===== config.mk =====
export PLATFORM = sky130hd
export DESIGN_NAME = tasr_queue
export DESIGN_NICKNAME = d
export VERILOG_FILES = /design/src/tasr_pkg.sv /design/src/tasr_queue.sv
export SDC_FILE = /design/constraint.sdc
export NUM_CORES = 1
export LEC_CHECK = 0
export BUFFER_PORTS_ARGS = -buffer_cell sky130_fd_sc_hd__buf_2
export CORE_MARGIN = 1.5
export CORE_UTILIZATION = 50
export CTS_CLUSTER_SIZE = 8
export DETAILED_ROUTE_END_ITERATION = 16
export PLACE_DENSITY = 0.71
export SETUP_SLACK_MARGIN = 0.5
export SLEW_MARGIN = 5
export SYNTH_ARGS = -nofsm -noshare
export SYNTH_HDL_FRONTEND = slang
export SYNTH_SLANG_ARGS = --single-unit

===== constraint.sdc =====
create_clock -name clk -period 3.3 [get_ports clk]
set_input_delay 0.33 -clock clk [delete_from_list [all_inputs] [get_ports clk]]
set_output_delay 0.33 -clock clk [all_outputs]
set_load 0.05 [all_outputs]

===== src/tasr_pkg.sv =====
// shared types and constants for the axis sum reduction block
`default_nettype none

package tasr_pkg;

  localparam int ELEM_W    = 32;   // q16.16 element
  localparam int SUM_W     = 48;   // q32.16 sum
  localparam int OUTER_W   = 16;
  localparam int AXIS_W    = 13;
  localparam int INNER_W   = 11;
  localparam int CFG_W     = 16;
  localparam int CFG_IDX_W = 2;
  localparam int CNT_W     = 17;   // wide enough for any clamped count
  localparam int Q_DEPTH   = 4;    // front/back decoupling queue, power of two

  localparam logic [CFG_IDX_W-1:0] REG_OUTER = 2'd0;
  localparam logic [CFG_IDX_W-1:0] REG_AXIS  = 2'd1;
  localparam logic [CFG_IDX_W-1:0] REG_INNER = 2'd2;

  // classification of one element, made by the front
  typedef struct packed {
    logic first;   // first slice along the axis: load, do not add
    logic emit;    // last slice along the axis: sum is finished
    logic last;    // final sum of the whole tensor
  } ctl_t;

endpackage

`default_nettype wire


===== src/tasr_queue.sv =====
// short fifo between the classifying front and the accumulating back
`default_nettype none

module tasr_queue import tasr_pkg::*; #(
  parameter int W = 45
) (
  input  wire logic                           clk,
  input  wire logic                           rst_n,
  input  wire logic                           push,
  input  wire logic [W-1:0]                   din,
  input  wire logic                           pop,
  output logic      [W-1:0]                   dout,
  output logic                                full,
  output logic                                not_empty,
  output logic      [$clog2(Q_DEPTH+1)-1:0]   cnt
);

  localparam int PW = $clog2(Q_DEPTH);
  localparam int CW = $clog2(Q_DEPTH+1);

  logic [W-1:0]    ent_r [Q_DEPTH];
  logic [PW-1:0]   wptr_r, rptr_r;
  logic [CW-1:0]   cnt_r, cnt_nxt;

  assign full      = (cnt_r == CW'(Q_DEPTH));
  assign not_empty = (cnt_r != '0);
  assign dout      = ent_r[rptr_r];
  assign cnt       = cnt_r;

  always_comb begin
    cnt_nxt = cnt_r;
    if (push && !pop) begin
      cnt_nxt = cnt_r + CW'(1);
    end else if (pop && !push) begin
      cnt_nxt = cnt_r - CW'(1);
    end
  end

  always_ff @(posedge clk) begin
    if (push) begin
      ent_r[wptr_r] <= din;
    end
    if (!rst_n) begin
      wptr_r <= '0;
      rptr_r <= '0;
      cnt_r  <= '0;
    end else begin
      if (push) begin
        wptr_r <= wptr_r + PW'(1);
      end
      if (pop) begin
        rptr_r <= rptr_r + PW'(1);
      end
      cnt_r <= cnt_nxt;
    end
  end

endmodule

`default_nettype wire


Word level (Yosys, flattened, before mapping) --
Memories as Yosys holds them, arrays and structs flattened. A register that Yosys moved wholly into a read port is not among the register bits. Cells that the tools add are included.
Word-level totals: register bits 7, bits in writable memories 180, bits of input ports 49, output and inout bits 50, memories 1
Operators by class: add/subtract/negate cells 4, equal/unequal tests 1, mux-type cells 6, reduce and logical (&&, ||, !) cells 6
Memories:
- ent_r | depth 4, width 45, rd ports 1, clocked after memory_dff 1, wr ports 1, RTL line tasr_queue.sv:21 | logic [W-1:0] ent_r [Q_DEPTH];
Operators by type and width (number):
- $mux 3 | 2
- $add 2x1->2 const B | 2
- $mux 2 | 2
- $add 3x1->3 const B | 1
- $eq 3x3->1 const B | 1
- $reduce_bool 3->1 | 1
- $sub 3x1->3 const B | 1
- $logic_and 1x1->1 | 2
- $logic_not 1->1 | 2
- $mux 1 | 2
- $reduce_bool 2->1 | 1

Depth between registers and ports, before layout --
word-level depth 4, gate-level depth with buffers 7

Worst setup path after synthesis --
No wires, ideal clock.
path kind register to output, start register cnt_r[2], in the netlist cnt[2], end output full, data arrival time 1869 ps, data required time 2970 ps, path slack 1101 ps, stages on the path, launching flop included 2, cells stage by stage dfxtp_1 > nor3b_1
Between the ends: cells in the longest elaborated chain, start to end 1
Ends and longest elaborated chain:
- from (decl) | RTL line tasr_queue.sv:23 | logic [CW-1:0] cnt_r, cnt_nxt;
- from (signal assigned) | RTL line tasr_queue.sv:54 | cnt_r <= cnt_nxt;
- $eq 3x3->1 | RTL line tasr_queue.sv:25 | assign full = (cnt_r == CW'(Q_DEPTH));
- to (decl) | RTL line tasr_queue.sv:13 | output logic full,
Every way passes these cells.

==> impl_results.md <==
- Status: complete, no violations
- FF-to-FF End: ent_r[2][20]
- Most frequent cells in the layout: 180 x edfxtp_1, 98 x buf_2, 40 x mux4_2, 17 x clkbuf_16, 10 x buf_4
- WS Path Type: reg -> out
- CP required: 2.97 ns
- Slowest cell on crit path: dfxtp_2
- Fill count: 985
- Seq/Total Area, Yosys: 0.7979
- Clk sinks: 189
- Fin nets: 451
- Area delta synth->final: 17.91%
- MaxCap Viol Count: 0
- Syn Std Cell Area: 7000 um^2
- R2R cell count: 4
- Synth top area share: 0.7721
- CTS tree: built
- Clk pwr share: 0.342
- Cts repair resizes: 0
- Ys flop type: edfxtp_1
- CORE AREA: roughly 14,000 um^2
- Period utilization: 0.7629
- Gpl congestion: around 0.68
- Commonest non-fill, non-tap cell in the layout: edfxtp_1
- Crit path capture: dout[26]
- Register bit count reported by yosys: 189
- R2r setup slk: 1.49 ns
- Antenna Nets Post-Route: 0
- Setup WS post-layout: ~0.78 ns
- Ports: 99
- Sw power: approximately 0.0014 W
- Wirelength, routed: 11.58 mm
- Hold_buf cts: 0
- Placed Area: 7705 um^2
- Cell taking the most area after synthesis: edfxtp_1
- First-pass iteration count of the detailed router: 4
- Root buffer cell: clkbuf_16
- Dominant cells by area after synthesis: edfxtp_1 77%, mux4_2 13%, dfxtp_1 2.6%, mux4_1 1.9%, buf_12 1.1%
- CP startpoint kind: flop
- Share of cells above drive strength 1: 0.4572
- GRT overflow: 0
- Starting DRT DRC Count: 219
- Post-Synthesis Cells: 278
- Synth Area in Adders: 0.01180
- Tmin final: 2.517 ns
- XOR/XNOR Fraction of Synth Area: 0.006256
- Fin. Hold Viols: 0
- Ys async rst share: 0
- Delay-heaviest family, CP: flip-flops
- # diodes: 0
- Syn Area/Cell: about 25 um^2
- # Post-CTS Setup Buffers: 0
- CTS Buffer Depth: 2
- Design Area, Final: 8254 um^2
- Die width: 121.3 um
- Fraction of the mapped netlist area in simple logic gates: 0.01323
- Reg power frac: 0.513
- CTS buffer count: 17
- Int Pwr: 0.004033 W
- Worst EP arrival: 2.19 ns
- Via/cell ratio: roughly 5.3
- Wire per inst: 19.66 um
- Slew HR: 0.5435
- RSZ-0062 raised after global routing: false
- Power Density: 663.1 nW/um^2
- DRC violations left: 0
- Hold_sp: din[36]
- Max Slew Vio Count: 0
- Hold WC Path Type: in -> reg
- CP cell instances: buf_4 -> mux4_2 -> buf_2
- Worst VDD drop: 0.0003292 V
- Number of port buffers: 98
- First-pass GRT wire length: 18.37 mm
- Pin count of the biggest net entering global routing: 28
- Syn nets: 333
- Gate power share: 0.145
- WP depth: 3
- Post-DP HPWL: roughly 7.4 mm
- Crit. End Element: output pin
- Lkg Pwr: 2.850 nW
- Slew @ Worst Pin: 0.6847 ns
- Worst clock skew: 0.007125 ns
- Setup violators final: 0
- FMAX: about 400 MHz
- Mux share of post-synthesis cell area: 0.1503
- CP bufs+invs: 2
- Skew-Pair Late Insertion Delay: ~0.43 ns
- Hold_ws: 0.1188 ns
- Synth Area in Compound Gates: 0.001787
- Initial core utilization: 0.5083
- Switch share: 0.2631
- Largest family of logic cells by synthesized area: multiplexers
- Worst R2R Start: wptr_r[0]
- EDFF count, synth: 180
- Via count: 3,111
- Die Y: 121.3 um
- Pre-CTS setup slack: 1.190 ns
- Clock Pin Slew Worst Setup and Hold Paths: 0.07 ns
- Row cnt: 43
- Worst-path fanout max: 23
- Worst stage delay on the critical path: 0.73 ns
- CTS H-tree lvls: 4
- Final TNS setup: 0 ns
- Initial antenna violation count: 0
- Yosys warning count: 0
- Netlist cell types: 21
- Die area: 14,720 um^2
- Via count of the first global-routing pass: 3,293
- Total GRT Usage: 0.1751
[cells in the mapped netlist, drive strengths merged, types with 2 or more instances]
cell	n
and2	9
buf	9
dfxtp	9
edfxtp	180
ha	5
inv	4
mux2i	2
mux4	45
nor2b	2
or3	2
xnor2	2
xor2	3
[power by group through the flow]
stage	registers [W]	logic, W	clock network [W]
finish	0.00281	0.000794	0.00187
floorplan	0.00285	0.000615	0
global placement	0.00285	0.000793	0
detailed placement	0.00286	0.000804	0
CTS	0.00281	0.000807	0.00191
global route	0.00282	0.000840	0.00200
[area by class of cell]
class,instances,area [um^2],area share
repair buffers,109,585.6,0.07094
flip-flops and latches,189,5590,0.6773
inverters,4,15.01,0.001819
clock buffers,17,425.4,0.05154
well taps,180,225.2,0.02729
clock inverters,15,123.9,0.01501
multi-input cells,75,1289,0.1561
[worst register-to-register path, cell delays in order, from the launching register on]
cell,delay [ns]
dfxtp_1,0.34
inv_1,0.09
ha_1,0.14
and2_2,0.59
buf_4,0.35
[how the worst min path moves through the flow]
stage	end	slack, ns	cells after the start
floorplan	ent_r[0][0]	0.43	0
global placement	cnt[2]	0.50	2
detailed placement	ent_r[1][18]	0.55	1
CTS	ent_r[0][18]	0.10	1
global route	ent_r[1][18]	0.10	1
finish	ent_r[0][36]	0.12	1
[metal layers]
layer | GRT usage | share of wire | up-vias
li1 | - | - | 1407
met1 | 0.2262 | 0.42 | 1603
met2 | 0.2807 | 0.51 | 87
met3 | 0.05169 | 0.059 | 14
met4 | 0.07059 | 0.015 | 0
met5 | 0 | 0 | -
[cell families (layout without fill, tap and decap cells)]
group	after synthesis	count (layout)
buf+inv	14	145
simple gates	15	15
mux	47	47
fa+ha+maj	6	6
xor+xnor	5	5
compound gates	2	2
flops	189	189
[state kept, by name, summed over array words and instances (netlist names), named ones only]
name	count
wptr_r	2
ent_r	180
cnt	3
rptr_r	2
[through the flow]
step / total power, W / utilization / cells
floorplan: 0.003469 / - / 278
global placement: 0.003647 / 0.5594 / 557
finish: 0.005474 / 0.5993 / 589
global route: 0.005667 / 0.5993 / 589
detailed placement: 0.003667 / 0.5594 / 557
CTS: 0.005525 / 0.5993 / 589
No activity file was read; power rests on OpenSTA's default activity.
