===== config.mk =====
export PLATFORM = sky130hd
export DESIGN_NAME = tasr_front
export DESIGN_NICKNAME = d
export VERILOG_FILES = /design/src/tasr_pkg.sv /design/src/tasr_front.sv
export SDC_FILE = /design/constraint.sdc
export NUM_CORES = 1
export LEC_CHECK = 0
export BUFFER_PORTS_ARGS = -buffer_cell sky130_fd_sc_hd__buf_2
export CAP_MARGIN = 5
export CORE_UTILIZATION = 58
export DETAILED_ROUTE_END_ITERATION = 10
export GPL_ROUTABILITY_DRIVEN = 0
export PLACE_DENSITY = 0.74
export SETUP_SLACK_MARGIN = 0.1
export SYNTH_ARGS = -nofsm -noshare
export SYNTH_HDL_FRONTEND = slang
export SYNTH_SLANG_ARGS = --single-unit

===== constraint.sdc =====
create_clock -name clk -period 3.7 [get_ports clk]
set_input_delay 0.555 -clock clk [delete_from_list [all_inputs] [get_ports clk]]
set_output_delay 0.555 -clock clk [all_outputs]
set_load 0.005 [all_outputs]

===== src/tasr_pkg.sv =====
// shared types and constants for the axis sum reduction block
`default_nettype none

package tasr_pkg;

  localparam int ELEM_W    = 32;   // q16.16 element
  localparam int SUM_W     = 48;   // q32.16 sum
  localparam int OUTER_W   = 16;
  localparam int AXIS_W    = 13;
  localparam int INNER_W   = 11;
  localparam int CFG_W     = 16;
  localparam int CFG_IDX_W = 2;
  localparam int CNT_W     = 17;   // wide enough for any clamped count
  localparam int Q_DEPTH   = 4;    // front/back decoupling queue, power of two

  localparam logic [CFG_IDX_W-1:0] REG_OUTER = 2'd0;
  localparam logic [CFG_IDX_W-1:0] REG_AXIS  = 2'd1;
  localparam logic [CFG_IDX_W-1:0] REG_INNER = 2'd2;

  // classification of one element, made by the front
  typedef struct packed {
    logic first;   // first slice along the axis: load, do not add
    logic emit;    // last slice along the axis: sum is finished
    logic last;    // final sum of the whole tensor
  } ctl_t;

endpackage

`default_nettype wire


===== src/tasr_front.sv =====
// front: count registers, tensor position tracking and element classification
`default_nettype none

module tasr_front import tasr_pkg::*; #(
  parameter int MAX_INNER = 1024,
  parameter int MAX_AXIS  = 4096,
  parameter int IW        = 10,
  parameter int AW        = 12
) (
  input  wire logic                 clk,
  input  wire logic                 rst_n,
  input  wire logic                 cfg_we,
  input  wire logic [CFG_IDX_W-1:0] cfg_addr,
  input  wire logic [CFG_W-1:0]     cfg_wdata,
  input  wire logic                 in_fire,
  output ctl_t                      push_ctl,
  output logic      [IW-1:0]        push_slot,
  output logic                      at_start
);

  logic [OUTER_W-1:0] outer_cnt_r;
  logic [AXIS_W-1:0]  axis_cnt_r;
  logic [INNER_W-1:0] inner_cnt_r;
  logic [OUTER_W-1:0] outer_pos_r, outer_pos_nxt;
  logic [AW-1:0]      axis_pos_r, axis_pos_nxt;
  logic [IW-1:0]      inner_pos_r, inner_pos_nxt;
  logic [CNT_W-1:0]   n_outer, n_axis, n_inner;
  logic               last_inner, last_axis, last_outer, restart;

  // zero counts act as one, oversize counts are clamped
  always_comb begin
    n_outer = (outer_cnt_r == '0) ? CNT_W'(1) : CNT_W'(outer_cnt_r);
    if (axis_cnt_r == '0) begin
      n_axis = CNT_W'(1);
    end else if (CNT_W'(axis_cnt_r) > CNT_W'(MAX_AXIS)) begin
      n_axis = CNT_W'(MAX_AXIS);
    end else begin
      n_axis = CNT_W'(axis_cnt_r);
    end
    if (inner_cnt_r == '0) begin
      n_inner = CNT_W'(1);
    end else if (CNT_W'(inner_cnt_r) > CNT_W'(MAX_INNER)) begin
      n_inner = CNT_W'(MAX_INNER);
    end else begin
      n_inner = CNT_W'(inner_cnt_r);
    end
  end

  assign last_inner = (CNT_W'(inner_pos_r) + CNT_W'(1)) >= n_inner;
  assign last_axis  = (CNT_W'(axis_pos_r) + CNT_W'(1)) >= n_axis;
  assign last_outer = (CNT_W'(outer_pos_r) + CNT_W'(1)) >= n_outer;

  assign push_ctl.first = (axis_pos_r == '0);
  assign push_ctl.emit  = last_axis;
  assign push_ctl.last  = last_axis && last_inner && last_outer;
  assign push_slot      = inner_pos_r;
  assign at_start       = (outer_pos_r == '0) && (axis_pos_r == '0) && (inner_pos_r == '0);

  assign restart = cfg_we && (cfg_addr == REG_OUTER || cfg_addr == REG_AXIS ||
                              cfg_addr == REG_INNER);

  // nested odometer: inner, then axis, then outer
  always_comb begin
    outer_pos_nxt = outer_pos_r;
    axis_pos_nxt  = axis_pos_r;
    inner_pos_nxt = inner_pos_r;
    if (!last_inner) begin
      inner_pos_nxt = inner_pos_r + IW'(1);
    end else begin
      inner_pos_nxt = '0;
      if (!last_axis) begin
        axis_pos_nxt = axis_pos_r + AW'(1);
      end else begin
        axis_pos_nxt  = '0;
        outer_pos_nxt = last_outer ? '0 : outer_pos_r + OUTER_W'(1);
      end
    end
  end

  always_ff @(posedge clk) begin
    if (!rst_n) begin
      outer_cnt_r <= OUTER_W'(1);
      axis_cnt_r  <= AXIS_W'(1);
      inner_cnt_r <= INNER_W'(1);
      outer_pos_r <= '0;
      axis_pos_r  <= '0;
      inner_pos_r <= '0;
    end else begin
      if (cfg_we) begin
        case (cfg_addr)
          REG_OUTER: outer_cnt_r <= cfg_wdata[OUTER_W-1:0];
          REG_AXIS:  axis_cnt_r  <= cfg_wdata[AXIS_W-1:0];
          REG_INNER: inner_cnt_r <= cfg_wdata[INNER_W-1:0];
          default: ;
        endcase
      end
      if (restart) begin
        outer_pos_r <= '0;
        axis_pos_r  <= '0;
        inner_pos_r <= '0;
      end else if (in_fire) begin
        outer_pos_r <= outer_pos_nxt;
        axis_pos_r  <= axis_pos_nxt;
        inner_pos_r <= inner_pos_nxt;
      end
    end
  end

endmodule

`default_nettype wire


== Word level (Yosys, flattened, before mapping) ==
Index checks and enable logic that the tools add are counted.

* Flip-flop bits (word level): 78
* Input port bits: 22
* Output and inout port bits: 14

* Add/sub/neg operators: 6
* Order comparisons: 5
* Eq/ne operators: 2
* Multiplexer cells: 8
* Bitwise operators: 1
* Reductions and logical operators: 20

{| class="wikitable"
|+ Operator list
! cell !! number
|-
| $logic_not A16 Y1 || 2
|-
| $mux W16 || 2
|-
| $mux W13 || 2
|-
| $mux W11 || 2
|-
| $add A16 B1 Y17 const B || 1
|-
| $ge A11 B17 Y1 || 1
|-
| $ge A13 B17 Y1 || 1
|-
| $ge A17 B16 Y1 || 1
|-
| $add A16 B1 Y16 const B || 1
|-
| $add A12 B1 Y13 const B || 1
|-
| $gt A13 B13 Y1 const B || 1
|-
| $logic_not A13 Y1 || 1
|-
| $add A12 B1 Y12 const B || 1
|-
| $logic_not A12 Y1 || 1
|-
| $mux W12 || 1
|-
| $add A10 B1 Y11 const B || 1
|-
| $gt A11 B11 Y1 const B || 1
|-
| $logic_not A11 Y1 || 1
|-
| $add A10 B1 Y10 const B || 1
|-
| $logic_not A10 Y1 || 1
|-
| $mux W10 || 1
|-
| $reduce_and A2 Y1 || 4
|-
| $logic_and A1 B1 Y1 || 5
|-
| $reduce_and A3 Y1 || 1
|-
| 6 further kinds || 7
|}

== Logic depth before layout (Yosys ltp) ==
* Word-level depth: 6
* Mapped depth: 17

== Least setup slack after synthesis ==
Ideal clock, no wire load.

* Path type: reg-to-output
* Start point: reg outer_pos_r[0]
* End point: out push_ctl[0] (netlist bit)
* Arrival: 2.841 ns
* Slack: 0.304 ns
* Cell stages (with the launch flop): 14
* Path buffers: 2
* Cell sequence: dfxtp_1 ha_1 nand4_2 nor4_4 and3_1 buf_2 xor2_1 ha_1 nand4_1 nor4_1 o2111ai_1 o211ai_4 buf_6 nor3b_2

{| class="wikitable"
|+ RTL lines
! what !! line !! text
|-
| start: declaration || tasr_front.sv:24 || <nowiki>logic [OUTER_W-1:0] outer_pos_r, outer_pos_nxt;</nowiki>
|-
| start signal: assignment || tasr_front.sv:102 || <nowiki>outer_pos_r <= outer_pos_nxt;</nowiki>
|-
| end: declaration || tasr_front.sv:16 || <nowiki>output ctl_t push_ctl,</nowiki>
|}

==> run_results.csv <==
group,metric,value,unit
synthesis,avgSynthCellArea,7.97,um2
synthesis,synth_cell_types,66,
synthesis,yosysSeqAreaShare,31.0,%
synthesis,synth_area,5040,um2
worst_hold_path,holdPathStages,3,
die,io_pins,36,
critical_path,critPathLaunchType,"register",
synthesis,synth_seq_cells,78,
sta,fin_crit,3.60,ns
routing,antenna_left,0,
synthesis,yosys_warnings,0,
critical_path,end_kind,"output pin",
cells_and_area,final_common_cell,"nand2_1",
global_route,grt_start_max_net_pins,42,
sta,fin_crit_sh,97.3,%
routing,dr.pass1.iters,5,
clock_tree,cts_tree,"built",
sta,finClkSkew,0.0121,ns
placed_design,dpl_cell_area,5270,um2
clock_tree,cts_made_buffers,9,
pwr,powerDensity,320,nW/um2
synthesis,syn_inst,633,
placed_design,hpwl,9300,um
critical_path,crit_required,3.14,ns
global_route,overflow,0,
global_route,grt_usage,29.3,%
die,chipHeight,95.2,um
sta,final.setup.worst_slack,0.0990,ns
worst_hold_path,hold_class,"in -> reg",
routing,drc,0,
die,rows,33,
critical_path,ff2ff_path_depth,13,
die,die_w,95.2,um
sta,setup_viol,0,
critical_path,path_max_fanout,5,
pwr,power,1.88,mW
critical_path,r2r_start,"push_slot[0]",
synthesis,syn_nets,701,
routing,routed_wl,13100,um
cells_and_area,stdcell_count,793,
cells_and_area,stdcell_area,5860,um2
routing,wl_per_cell,16.6,um
routing,drt-initial-drc-count,247,
routing,vias,4688,
global_route,antenna_found_initial,0,
pwr,p_leak,2.51,nW
cells_and_area,drive_gt1_share,20.8,%
synthesis,async_flop_share,0,%
die,die-area,9070,um2
cells_and_area,n_fill_cell,663,
cells_and_area,antennaDiodeCount,0,
die,start_util,60.8,%
placed_design,dp_slack,0.124,ns
sta,slew_viol_final,0,
critical_path,r2r_setup_slack,0.32,ns
clock_tree,clock_latency,0.36,ns
sta,tightest_slew,0.739,ns
clock_tree,cts-hold-fix-buffers,0,
worst_hold_path,whs_endpoint,"outer_cnt_r[13]",
global_route,first_global_vias,4244,
sta,hold_viol,0,
clock_tree,clock-sinks,78,
global_route,grt_pass1_wl,20500,um
pwr,peakVddDrop,0.245,mV
clock_tree,path_clk_slew,0.09,ns
worst_hold_path,min_from,"cfg_wdata[13]",
cells_and_area,nets,751,
critical_path,regToRegEndpoint,"outer_pos_r[14]",
sta,rsz0062_at_grt,"true",
routing,viasPerCell,5.91,
clock_tree,ctsRootBufferMaster,"clkbuf_8",
sta,timing.fmax,0.278,GHz
clock_tree,h-tree-depth,3,
placed_design,portBuffers,35,
clock_tree,clock_tree.buffer_depth,2,
synthesis,synth_edf_count,0,
critical_path,cp.arrival,3.05,ns
flow_run,cap_violations,0,
placed_design,place.detailed.instances,753,
cells_and_area,most-common-layout-cells,"nand2_1 (127), dfxtp_1 (61), ha_1 (42)",
cells_and_area,syn2layout_area_growth,16.3,%
die,fp.coreArea,8300,um2
sta,max_slew_margin,50.6,%
synthesis,synthFlopType,"dfxtp_1",
outcome,status,"completed",
critical_path,path_class,"reg -> out",
-- through the flow --
stage / utilization [%] / setup TNS (ns) / hold slack [ns]
6_report: 70.7 / 0 / 0.431
5_1_grt: 70.7 / -0.0686 / 0.451
4_1_cts: 67.5 / 0 / 0.435
3_5_place_dp: 63.5 / 0 / 0.467
3_3_place_gp: 63.5 / 0 / 0.462
2_1_floorplan: - / 0 / 0.441
-- worst max path at each step --
stage	startpoint	end	slack, ns	cells after the start
after CTS	push_slot[1]	push_ctl[0]	0.10	11
after global placement	axis_pos_r[0]	push_ctl[1]	0.25	13
after floorplan	outer_pos_r[0]	push_ctl[0]	0.30	13
final	axis_pos_r[1]	push_ctl[0]	0.1	13
after global routing	outer_pos_r[0]	push_ctl[0]	-0.07	12
after detailed placement	axis_pos_r[0]	axis_pos_r[8]	0.12	15
-- Yosys cell counts, types with 10 or more instances --
| cell | n | area share (%) |
|---|---|---|
| nor4_1 | 15 | 1.9 |
| nand3_1 | 14 | 1.4 |
| nand2_1 | 129 | 9.6 |
| nor2_1 | 40 | 3.0 |
| inv_1 | 31 | 2.3 |
| ha_1 | 46 | 11 |
| o21ai_1 | 19 | 1.9 |
| and3_1 | 16 | 2.0 |
| mux2i_1 | 13 | 2.6 |
| clkbuf_1 | 15 | 1.1 |
| dfxtp_1 | 78 | 31 |
| nor2b_1 | 14 | 1.7 |
| a21boi_0 | 25 | 3.7 |
| a21oi_1 | 28 | 2.8 |
| nand4_1 | 14 | 1.7 |
| xor2_1 | 28 | 4.9 |
| nand3b_1 | 10 | 1.5 |
-- worst max-delay path, cell delays in order (launching register included) --
cell,delay [ns]
dfxtp_4,0.37
ha_4,0.17
and3_4,0.19
and3_4,0.19
and3_4,0.19
and3_4,0.19
and3_1,0.19
ha_1,0.31
nand3_2,0.08
nor2_2,0.13
o311ai_2,0.10
and3_4,0.23
nor3b_4,0.19
buf_2,0.14
-- registers in the layout (all words and copies together), names as in the netlist --
name         count
axis_pos_r      12
outer_pos_r     16
inner_cnt_r     11
outer_cnt_r     16
push_slot       10
axis_cnt_r      13
-- where the power goes --
part           switching, mW  internal, mW
logic                  0.230         0.168
registers             0.0173         0.851
clock network          0.341         0.268
-- metal layers --
metal	up-vias	GRT usage (%)	share of wire, %
li1	2307	-	-
met1	2224	38.1	44
met2	136	48.2	50
met3	21	4.47	4.8
met4	0	12.2	1.9
met5	-	0	0
-- kinds of logic (layout without fill, tap and decap cells) --
family                   after synthesis  count (layout)  share of synthesized area, %
XOR/XNOR                              35              35                          6.08
adder cells (fa/ha/maj)               46              46                          11.4
flip-flops                            78              78                          31.0
buffers and inverters                 62             117                          5.16
AO/OA/AOI/OAI                        114             114                          15.3
AND/OR/NAND/NOR                      284             284                          28.3
multiplexers                          14              14                          2.80
-- area by class of cell --
cell class | instances | area, um2 | share of cell area, %
clock inverters | 5 | 41.3 | 0.704
well taps | 105 | 131 | 2.24
inverters | 35 | 144 | 2.45
repair buffers | 66 | 415 | 7.08
clock buffers | 11 | 141 | 2.41
multi-input cells | 493 | 3390 | 57.8
flip-flops and latches | 78 | 1600 | 27.3
-- what timing repair did --
action	4_1_cts	5_1_grt
buffers inserted	9	15
endpoints found under the hold margin	0	0
pin swaps	13	24
resized for setup	29	35
endpoints found under the setup margin	2	25
No activity file was read; power rests on OpenSTA's default activity.
